===== src/rtl/psi_pkg.sv =====
// Shared types and constants for the polygon segment intersection block.
// Holds the controller states, datapath commands and their command/status structs.
// No dependencies.
package psi_pkg;

   localparam int MAX_VERTICES = 16;
   localparam int ADDR_W       = 4;
   localparam int CNT_W        = 5;
   localparam int COORD_W      = 32;
   localparam int DIFF_W       = 33;
   localparam int PROD_W       = 66;
   localparam int WIDE_W       = 68;
   localparam int ACC_W        = 101;
   localparam int QUO_W        = 34;
   localparam int FIX_W        = 36;
   localparam int STEP_W       = 6;
   localparam int DIV_STEPS    = 34;

   localparam logic [1:0] X_DEN = 2'd0;
   localparam logic [1:0] X_TN  = 2'd1;
   localparam logic [1:0] X_UN  = 2'd2;

   localparam logic [1:0] CHUNK_HI  = 2'd2;
   localparam logic [1:0] CHUNK_MID = 2'd1;
   localparam logic [1:0] CHUNK_LO  = 2'd0;

   typedef enum logic [3:0] {
      S_IDLE,
      S_RD_A,
      S_RD_B,
      S_DIFF,
      S_XMUL,
      S_XSUB,
      S_NORM,
      S_CHECK,
      S_NMUL,
      S_NACC,
      S_DABS,
      S_DIV,
      S_PUSH,
      S_FINISH
   } state_type;

   typedef enum logic [3:0] {
      OP_NOP,
      OP_WRITE,
      OP_LOAD,
      OP_RDA,
      OP_RDB,
      OP_DIFF,
      OP_XMUL,
      OP_XSUB,
      OP_NORM,
      OP_NMUL,
      OP_NACC,
      OP_DABS,
      OP_DIV,
      OP_PUSH,
      OP_FINISH
   } op_type;

   typedef struct packed {
      op_type              op;
      logic [ADDR_W-1:0]   addr;
      logic [1:0]          sel;
   } cmd_type;

   typedef struct packed {
      logic edge_ok;
   } status_type;

endpackage


===== src/rtl/psi_ctrl.sv =====
// Controller for the polygon segment intersection block.
// Sequences the edge walk and issues commands to psi_datapath; depends on psi_pkg.
module psi_ctrl (
   input  logic                      clock,
   input  logic                      reset,
   input  logic                      start,
   input  logic                      req_func,
   input  logic                      csr_wr_en,
   input  logic [psi_pkg::CNT_W-1:0] csr_wr_data,
   input  psi_pkg::status_type       status,
   output logic                      busy,
   output psi_pkg::cmd_type          cmd
);
   import psi_pkg::*;

   state_type           state_ff, state_in;
   logic [CNT_W-1:0]    count_ff;
   logic [CNT_W-1:0]    edge_ff, edge_in;
   logic [STEP_W-1:0]   step_ff, step_in;
   logic [CNT_W-1:0]    num_edges;
   logic [CNT_W-1:0]    edge_next;
   logic [ADDR_W-1:0]   next_addr;
   logic                last_edge;

   assign num_edges = (count_ff > CNT_W'(MAX_VERTICES)) ? CNT_W'(MAX_VERTICES) : count_ff;
   assign edge_next = edge_ff + 1'b1;
   assign last_edge = (edge_next == num_edges);
   assign next_addr = last_edge ? '0 : edge_next[ADDR_W-1:0];
   assign busy      = (state_ff != S_IDLE);

   always_ff @(posedge clock) begin
      if (reset) begin
         state_ff <= S_IDLE;
         count_ff <= '0;
         edge_ff  <= '0;
         step_ff  <= '0;
      end else begin
         state_ff <= state_in;
         edge_ff  <= edge_in;
         step_ff  <= step_in;
         if (csr_wr_en) begin
            count_ff <= csr_wr_data;
         end
      end
   end

   always_comb begin
      state_in = state_ff;
      edge_in  = edge_ff;
      step_in  = step_ff;
      cmd.op   = OP_NOP;
      cmd.addr = edge_ff[ADDR_W-1:0];
      cmd.sel  = step_ff[1:0];
      case (state_ff)
         S_IDLE: begin
            if (start) begin
               if (!req_func) begin
                  cmd.op = OP_WRITE;
               end else begin
                  cmd.op   = OP_LOAD;
                  edge_in  = '0;
                  state_in = (num_edges == '0) ? S_FINISH : S_RD_A;
               end
            end
         end
         S_RD_A: begin
            cmd.op   = OP_RDA;
            state_in = S_RD_B;
         end
         S_RD_B: begin
            cmd.op   = OP_RDB;
            cmd.addr = next_addr;
            state_in = S_DIFF;
         end
         S_DIFF: begin
            cmd.op   = OP_DIFF;
            step_in  = '0;
            state_in = S_XMUL;
         end
         S_XMUL: begin
            cmd.op   = OP_XMUL;
            state_in = S_XSUB;
         end
         S_XSUB: begin
            cmd.op = OP_XSUB;
            if (step_ff[1:0] == X_UN) begin
               state_in = S_NORM;
            end else begin
               step_in  = step_ff + 1'b1;
               state_in = S_XMUL;
            end
         end
         S_NORM: begin
            cmd.op   = OP_NORM;
            state_in = S_CHECK;
         end
         S_CHECK: begin
            if (status.edge_ok) begin
               step_in  = STEP_W'(CHUNK_HI);
               state_in = S_NMUL;
            end else begin
               edge_in  = edge_next;
               state_in = last_edge ? S_FINISH : S_RD_A;
            end
         end
         S_NMUL: begin
            cmd.op   = OP_NMUL;
            state_in = S_NACC;
         end
         S_NACC: begin
            cmd.op = OP_NACC;
            if (step_ff[1:0] == CHUNK_LO) begin
               state_in = S_DABS;
            end else begin
               step_in  = step_ff - 1'b1;
               state_in = S_NMUL;
            end
         end
         S_DABS: begin
            cmd.op   = OP_DABS;
            step_in  = '0;
            state_in = S_DIV;
         end
         S_DIV: begin
            cmd.op = OP_DIV;
            if (step_ff == STEP_W'(DIV_STEPS - 1)) begin
               state_in = S_PUSH;
            end else begin
               step_in = step_ff + 1'b1;
            end
         end
         S_PUSH: begin
            cmd.op   = OP_PUSH;
            edge_in  = edge_next;
            state_in = last_edge ? S_FINISH : S_RD_A;
         end
         S_FINISH: begin
            cmd.op   = OP_FINISH;
            state_in = S_IDLE;
         end
         default: begin
            state_in = S_IDLE;
         end
      endcase
   end

   property p_div_bound;
      @(posedge clock) disable iff (reset)
         state_ff == S_DIV |-> step_ff < STEP_W'(DIV_STEPS);
   endproperty
   assert property (p_div_bound) else $error("divider step count overran");

   property p_edge_bound;
      @(posedge clock) disable iff (reset)
         state_ff != S_IDLE && state_ff != S_FINISH |-> edge_ff < num_edges;
   endproperty
   assert property (p_edge_bound) else $error("edge walk passed the vertex count");

   property p_finish_idle;
      @(posedge clock) disable iff (reset)
         state_ff == S_FINISH |=> !busy;
   endproperty
   assert property (p_finish_idle) else $error("query did not end after finish");

endmodule


===== config.mk =====
export PLATFORM = sky130hd
export DESIGN_NAME = psi_ctrl
export DESIGN_NICKNAME = d
export VERILOG_FILES = /design/src/rtl/psi_pkg.sv /design/src/rtl/psi_ctrl.sv
export SDC_FILE = /design/constraint.sdc
export NUM_CORES = 1
export LEC_CHECK = 0
export BUFFER_PORTS_ARGS = -buffer_cell sky130_fd_sc_hd__buf_4
export CORE_ASPECT_RATIO = 1.75
export CORE_MARGIN = 1
export CORE_UTILIZATION = 34
export DETAILED_ROUTE_END_ITERATION = 7
export SLEW_MARGIN = 20
export SYNTH_ARGS = -nofsm -noshare
export SYNTH_HDL_FRONTEND = slang
export SYNTH_SLANG_ARGS = --single-unit
export TNS_END_PERCENT = 100

===== constraint.sdc =====
create_clock -name clock -period 2.45 [get_ports clock]
set_clock_uncertainty 0.2 [all_clocks]
set_input_delay 0.49 -clock clock [delete_from_list [all_inputs] [get_ports clock]]
set_output_delay 0.49 -clock clock [all_outputs]
set_load 0.03 [all_outputs]

==> results of run 1 <==
through the flow:
step	utilization	hold WS (ps)	instances
floorplan	-	250	214
global placement	0.447	282	293
detailed placement	0.447	299	293
CTS	0.467	258	297
global route	0.470	291	298
finish	0.470	259	298
power by group:
group          leakage [nW]  switching [mW]  internal (mW)  total (mW)
Sequential            0.165          0.0350          0.357       0.392
Combinational         0.679           0.458          0.324       0.782
Clock                0.0357           0.126          0.218       0.344
flip-flops by register name, summed over array words and instances, names as in the netlist:
| signal | cells |
|---|---|
| count_ff | 5 |
| state_ff | 4 |
| step_ff | 6 |
| edge_ff | 5 |
timing repair:
item                       CTS  global route
setup endpoints to repair    4             6
pin swaps                   11             2
buffers inserted             0             1
resized for setup            6             3
critical path, stage by stage, from the launching register on:
cell	delay, ps
dfxtp_4	360
ha_4	280
and4b_1	190
a31oi_1	40
o32a_1	230
o31a_1	300
o21bai_2	190
buf_6	140
how the worst max path moves through the flow:
| stage | start | to | slack, ps | cells past startpoint |
|---|---|---|---|---|
| floorplan | edge_ff[1]$_SDFFE_PP0P_ | cmd[4] | -60 | 7 |
| global placement | edge_ff[0]$_SDFFE_PP0P_ | cmd[4] | -40 | 7 |
| detailed placement | edge_ff[0]$_SDFFE_PP0P_ | cmd[4] | -70 | 7 |
| CTS | edge_ff[1]$_SDFFE_PP0P_ | cmd[4] | -260 | 8 |
| global route | edge_ff[1]$_SDFFE_PP0P_ | cmd[4] | -310 | 8 |
| finish | edge_ff[1]$_SDFFE_PP0P_ | cmd[5] | -230 | 7 |
cell type report:
class | instances | area share
clock buffer | 3 | 0.0186
inverter | 10 | 0.0169
multi-input combinational | 165 | 0.571
sequential | 20 | 0.185
tap | 52 | 0.0294
clock inverter | 1 | 0.0136
timing repair buffer | 47 | 0.166
logic make-up after synthesis:
kind of cell / after synthesis / share of synthesized area
buf+inv: 29 / 0.0802
mux: 10 / 0.0602
simple gates: 75 / 0.245
compound gates: 65 / 0.281
xor+xnor: 9 / 0.0468
fa+ha+maj: 6 / 0.0490
flops: 20 / 0.238
cells in the final DEF (no fill, tap or decap), types with 2 or more instances in the layout:
master	synthesis	final
clkbuf_8	0	3
nor3_1	6	5
inv_1	10	10
dfxtp_1	20	15
nand3_1	6	5
nor2_1	17	17
a22oi_1	2	2
or3b_2	3	3
o21ai_0	10	9
nand2_1	14	14
buf_4	2	43
dfxtp_2	0	4
a31oi_1	7	7
nand2b_1	8	8
ha_1	5	4
buf_6	1	4
a21o_1	3	3
nand3b_1	2	2
xor2_1	3	3
a211oi_1	5	5
or3_1	5	5
a32oi_1	3	2
a21oi_1	11	11
mux2i_1	9	9
a211o_1	3	3
xnor2_1	6	5
o22ai_1	3	3
per-layer routing:
layer | vias up | part of all wire | global-route usage
li1 | 852 | - | -
met1 | 794 | 0.38 | 0.190
met2 | 22 | 0.58 | 0.376
met3 | 6 | 0.017 | 0.0163
met4 | 0 | 0.016 | 0.0813
met5 | - | 0 | 0
==> summary.txt, run 1 <==
Status
  – Status: complete, but fails checks
  – Failing checks: setup timing

Synth
  – Cell taking the most area after synthesis: dfxtp_1
  – Syn Std Cell Area: around 1700 sq um
  – Top post-synthesis cells by area: dfxtp_1 24%, mux2i_1 5.3%, nor2_1 3.8%, ha_1 3.7%, a21oi_1 3.3%
  – Syn Area/Cell: 7.87 sq um
  – Cell variety after synth: between 50 and 60
  – Ys async rst share: 0
  – Top cells by count, synth: 20 x dfxtp_1, 17 x nor2_1, 14 x nand2_1
  – Top_reg_cell synth: dfxtp_1
  – Most frequent cell after synthesis: dfxtp_1
  – Top-area cell type share of the netlist area: 0.238
  – Seq/Total Area, Yosys: 0.238
  – Flops & latches, synth: 20
  – Number of synthesized flops with an enable pin: 0
  – Post-synthesis net count: between 200 and 250
  – Yosys warnings: 0
  – Syn Inst Count: ~210

Die
  – Die width: around 55 um
  – Total I/O pin count: 22
  – Die height: ~95 um
  – Core Rows: 33
  – Die area: about 5200 sq um
  – Core Area: around 4700 sq um
  – Starting Density: 0.358

STA
  – Hold Fails Final Rpt: 0
  – Slew @ Worst Pin: around 550 ps
  – Max Slew Vio Count: 0
  – Relative slew slack: 0.632
  – RSZ-0062 raised after global routing: true
  – Setup TNS: -785 ps
  – PnR worst setup slack: -225 ps
  – Period utilization: 1.09
  – Tmin final: between 2000 and 3000 ps
  – Fmax: approximately 370 MHz
  – Final setup viols: 4

Critical path
  – CP arrival: just under 2000 ps
  – Worst endpoint required time: roughly 1800 ps
  – CP Launch Type: flop
  – Setup slack, reg-to-reg: 150 ps
  – R2R depth: 8
  – Critical path endpoint category: output pin
  – RR Endpoint: step_ff[5]$_SDFFE_PP0P_
  – Reg-to-Reg Start: state_ff[1]$_SDFFE_PP0P_
  – Worst-path maximum fanout: 4
  – Setup CP Type: flop to output pin

Cells and area
  – Fillers: roughly 480
  – Layout area overhead: 31.5%
  – Area of the multi-input gates: ~1300 sq um
  – Nets: 264
  – Antenna Cells: 0
  – Finished Cell Area: roughly 2200 sq um
  – Register Area: between 400 and 500 sq um
  – Layout cell share with drive strength beyond 1: 0.309

Clock tree
  – H-tree level count: 1
  – CTS tree: done
  – Clock latency on the worst-skew pair: 270 ps
  – Root buf cell: clkbuf_8
  – CTS clk-pin slew, worst paths: ~80 ps
  – Total CTS buffers: 3
  – Clock Sinks: 20
  – Max clock buf depth: 2
  – Post-CTS Hold Fix Bufs: 0

Placement
  – Post-DP Area: around 2100 sq um
  – Setup WS pre-CTS: -70.3 ps
  – Post-detail-place hpwl: between 3000 and 4000 um
  – IO buf count: 21
  – Final estimated routing congestion in global placement: a little under 0.8

Min path
  – Hold Startpoint: csr_wr_data[3]
  – Worst hold path class: primary input to flop
  – Hold Path End: count_ff[3]$_SDFFE_PP0P_
  – Hold depth: 3

GRT
  – Gr usage total: 0.186
  – Vias in the first global route: around 1.7k
  – Global-route wire length before repair: a little under 8000 um
  – Largest net degree at the start of global routing: 21
  – Gr ovfl total: 0
  – Initial antenna violation count: 0

Power and ir drop
  – Final Power: around 1.5 mW
  – Leakage: slightly below 0.9 nW
  – IR drop worst, VDD: about 0.00047 V
  – PwrDens: 685 nW/um^2

Route
  – Detailed Route Iter0 Violations: 56
  – Drt drc: 0
  – Initial DRT Pass Iterations: 5
  – Vias: around 1.7k
  – Final WL: between 4000 and 5000 um
  – Number of vias per cell: approximately 5.6
  – WL/cell: roughly 15 um
  – Antenna-violating nets left: 0

Flow run
  – Max_cap viols: 0
No activity file was read; power rests on OpenSTA's default activity.
==> run 2, diff against run 1 <==
--- a/config.mk
+++ b/config.mk
@@ -5,6 +5,7 @@
 export SDC_FILE = /design/constraint.sdc
 export NUM_CORES = 1
 export LEC_CHECK = 0
+export ABC_AREA = 1
 export BUFFER_PORTS_ARGS = -buffer_cell sky130_fd_sc_hd__buf_4
 export CORE_ASPECT_RATIO = 1.75
 export CORE_MARGIN = 1
==> summary.txt, run 2 <==
Status
  – Status: finished, final reports clean

Clock tree
  – Total CTS buffers: 3
  – CTS tree: done
  – Max clock buf depth: 2
  – Post-CTS Hold Fix Bufs: 0
  – CTS clk-pin slew, worst paths: around 70 ps
  – Clock latency on the worst-skew pair: around 260 ps
  – Clock Sinks: 20
  – Root buf cell: clkbuf_8
  – H-tree level count: 1

Min path
  – Worst hold path class: primary input to flop
  – Hold depth: 3

Critical path
  – Worst-path maximum fanout: 6
  – R2R depth: 13
  – Worst endpoint required time: 1760 ps
  – Setup slack, reg-to-reg: 260 ps
  – RR Endpoint: step_ff[4]$_SDFFE_PP0P_
  – CP Launch Type: flop
  – Critical path endpoint category: output pin
  – Crit path to: cmd[5]
  – Critical Path Start: edge_ff[0]$_SDFFE_PP0P_
  – CP arrival: ~1700 ps
  – Setup CP Type: flop to output pin
  – Reg-to-Reg Start: state_ff[0]$_SDFFE_PP0P_

Placement
  – Final estimated routing congestion in global placement: 0.873
  – Setup WS pre-CTS: about 74 ps
  – IO buf count: 21
  – Post-DP Area: roughly 1700 sq um
  – Post-detail-place hpwl: 3320 um

STA
  – RSZ-0062 raised after global routing: true
  – Final setup viols: 0
  – PnR worst setup slack: between 60 and 70 ps
  – Relative slew slack: 0.794
  – Fmax: approximately 420 MHz
  – Tmin final: between 2000 and 2500 ps
  – Max Slew Vio Count: 0
  – Hold Fails Final Rpt: 0
  – Final worst hold slack: 258 ps
  – Slew @ Worst Pin: 308 ps
  – Period utilization: 0.974

Cells and area
  – Fillers: 452
  – Area of the multi-input gates: slightly below 1000 sq um
  – Largest regs: step_ff x6, count_ff x5, edge_ff x5
  – Antenna Cells: 0
  – Nets: slightly below 300
  – Register Area: 409 sq um
  – Top reg by flops: step_ff
  – Layout cell share with drive strength beyond 1: 0.292
  – Most frequent cells in the layout: 34 x nor2_1, 34 x nand2_1, 34 x buf_4
  – Max reg flops: 6
  – Finished Cell Area: roughly 1900 sq um
  – Layout area overhead: 28.5%

Die
  – Total I/O pin count: 22
  – Die height: around 89 um
  – Starting Density: 0.355
  – Die width: roughly 52 um
  – Core Rows: 31
  – Core Area: 4150 sq um
  – Die area: approximately 4600 sq um

Power and ir drop
  – Switching Power: 826 uW
  – Leakage: 0.827 nW
  – Comb power frac: 0.615
  – PwrDens: 885 nW/um^2
  – Cell-internal power: 850 uW
  – Sequential share of power: 0.257
  – Sw Ratio: 0.493
  – Part of the power in the clock network: 0.128
  – IR drop worst, VDD: approximately 0.00053 V

GRT
  – Gr ovfl total: 0
  – Global-route wire length before repair: between 6000 and 7000 um
  – Vias in the first global route: roughly 1.6k
  – Gr usage total: 0.203
  – Largest net degree at the start of global routing: 13
  – Initial antenna violation count: 0

Synth
  – Top post-synthesis cells by area: dfxtp_1 27%, nand2_1 11%, nor2_1 9.9%, inv_1 7.9%, a21oi_1 7.1%
  – Seq/Total Area, Yosys: 0.272
  – Top-area cell type share of the netlist area: 0.272
  – Cell variety after synth: 30
  – Top cells by count, synth: 42 x nand2_1, 39 x nor2_1, 31 x inv_1
  – Ys async rst share: 0
  – Yosys warnings: 0
  – Top_reg_cell synth: dfxtp_1
  – Most frequent cell after synthesis: nand2_1
  – Syn Area/Cell: 6.21 sq um
  – Flops & latches, synth: 20
  – Syn Inst Count: approximately 240
  – Cell taking the most area after synthesis: dfxtp_1
  – Syn Std Cell Area: around 1500 sq um
  – Number of synthesized flops with an enable pin: 0
  – Post-synthesis net count: between 200 and 300

Route
  – Final WL: 4120 um
  – WL/cell: roughly 13 um
  – Initial DRT Pass Iterations: 4
  – Antenna-violating nets left: 0
  – Detailed Route Iter0 Violations: 21
  – Vias: roughly 1.6k
  – Drt drc: 0
  – Number of vias per cell: 5.10

Flow run
  – Max_cap viols: 0
run 2: cells by family (layout without fill, tap and decap cells):
group                    count (synthesis)  count (layout)  share of synthesized area
AND/OR/NAND/NOR                        112             112                      0.327
AO/OA/AOI/OAI                           53              53                      0.207
buffers and inverters                   42              76                      0.114
flip-flops                              20              20                      0.272
adder cells (fa/ha/maj)                  6               6                     0.0561
XOR/XNOR                                 4               4                     0.0238
run 2: worst max-delay path: stages (launching register included):
cell and delay [ps]:
dfxtp_4 370, ha_4 180, inv_2 50, nand2_2 60
nand2_2 80, nand2_2 50, nand2_2 60, nand3_2 70
nor2_4 110, nand2_2 70, nand2_2 100, o22ai_1 70
buf_4 170
run 2: cell type report:
class | count | share of cell area
well taps | 49 | 0.0324
clock buffers | 3 | 0.0218
repair buffers | 34 | 0.135
inverters | 39 | 0.0787
multi-input cells | 175 | 0.516
flip-flops and latches | 20 | 0.216
run 2: metrics by stage:
step,utilization,TNS (ps),std cells,power [mW]
2_1_floorplan,-,-120,237,1.12
3_3_place_gp,0.421,0,314,1.44
3_5_place_dp,0.421,0,314,1.44
4_1_cts,0.440,0,318,1.66
5_1_grt,0.456,-108,320,1.82
6_report,0.456,0,320,1.68
run 2: what timing repair did:
action,in CTS,in global routing
endpoints found under the setup margin,4,7
resized for setup,12,18
hold endpoints to repair,0,0
setup buffers,1,2
pin swaps,2,7
run 2: power groups by stage:
stage               clock network, mW  logic [mW]  registers (mW)
finish                          0.214        1.03           0.430
global route                    0.232        1.15           0.438
CTS                             0.218        1.02           0.428
detailed placement                  0        1.01           0.435
global placement                    0        1.00           0.436
floorplan                           0       0.678           0.441
run 2: worst min-delay path by stage:
| stage | end | slack, ps | startpoint |
|---|---|---|---|
| after detailed placement | count_ff[3]$_SDFFE_PP0P_ | 270 | count_ff[3]$_SDFFE_PP0P_ |
| after floorplan | count_ff[3]$_SDFFE_PP0P_ | 250 | count_ff[3]$_SDFFE_PP0P_ |
| after global placement | count_ff[3]$_SDFFE_PP0P_ | 270 | count_ff[3]$_SDFFE_PP0P_ |
| after global routing | count_ff[1]$_SDFFE_PP0P_ | 300 | csr_wr_data[1] |
| after CTS | count_ff[1]$_SDFFE_PP0P_ | 270 | csr_wr_data[1] |
| final | count_ff[1]$_SDFFE_PP0P_ | 260 | csr_wr_data[1] |
run 2: per-layer routing:
layer	share of wire	routed length, um	vias to the layer above	global-route usage
met5	0	0	-	0
met4	0.034	140	0	0.103
met3	0.021	85	11	0.0204
met2	0.59	2430	32	0.409
met1	0.36	1470	747	0.193
li1	-	-	843	-
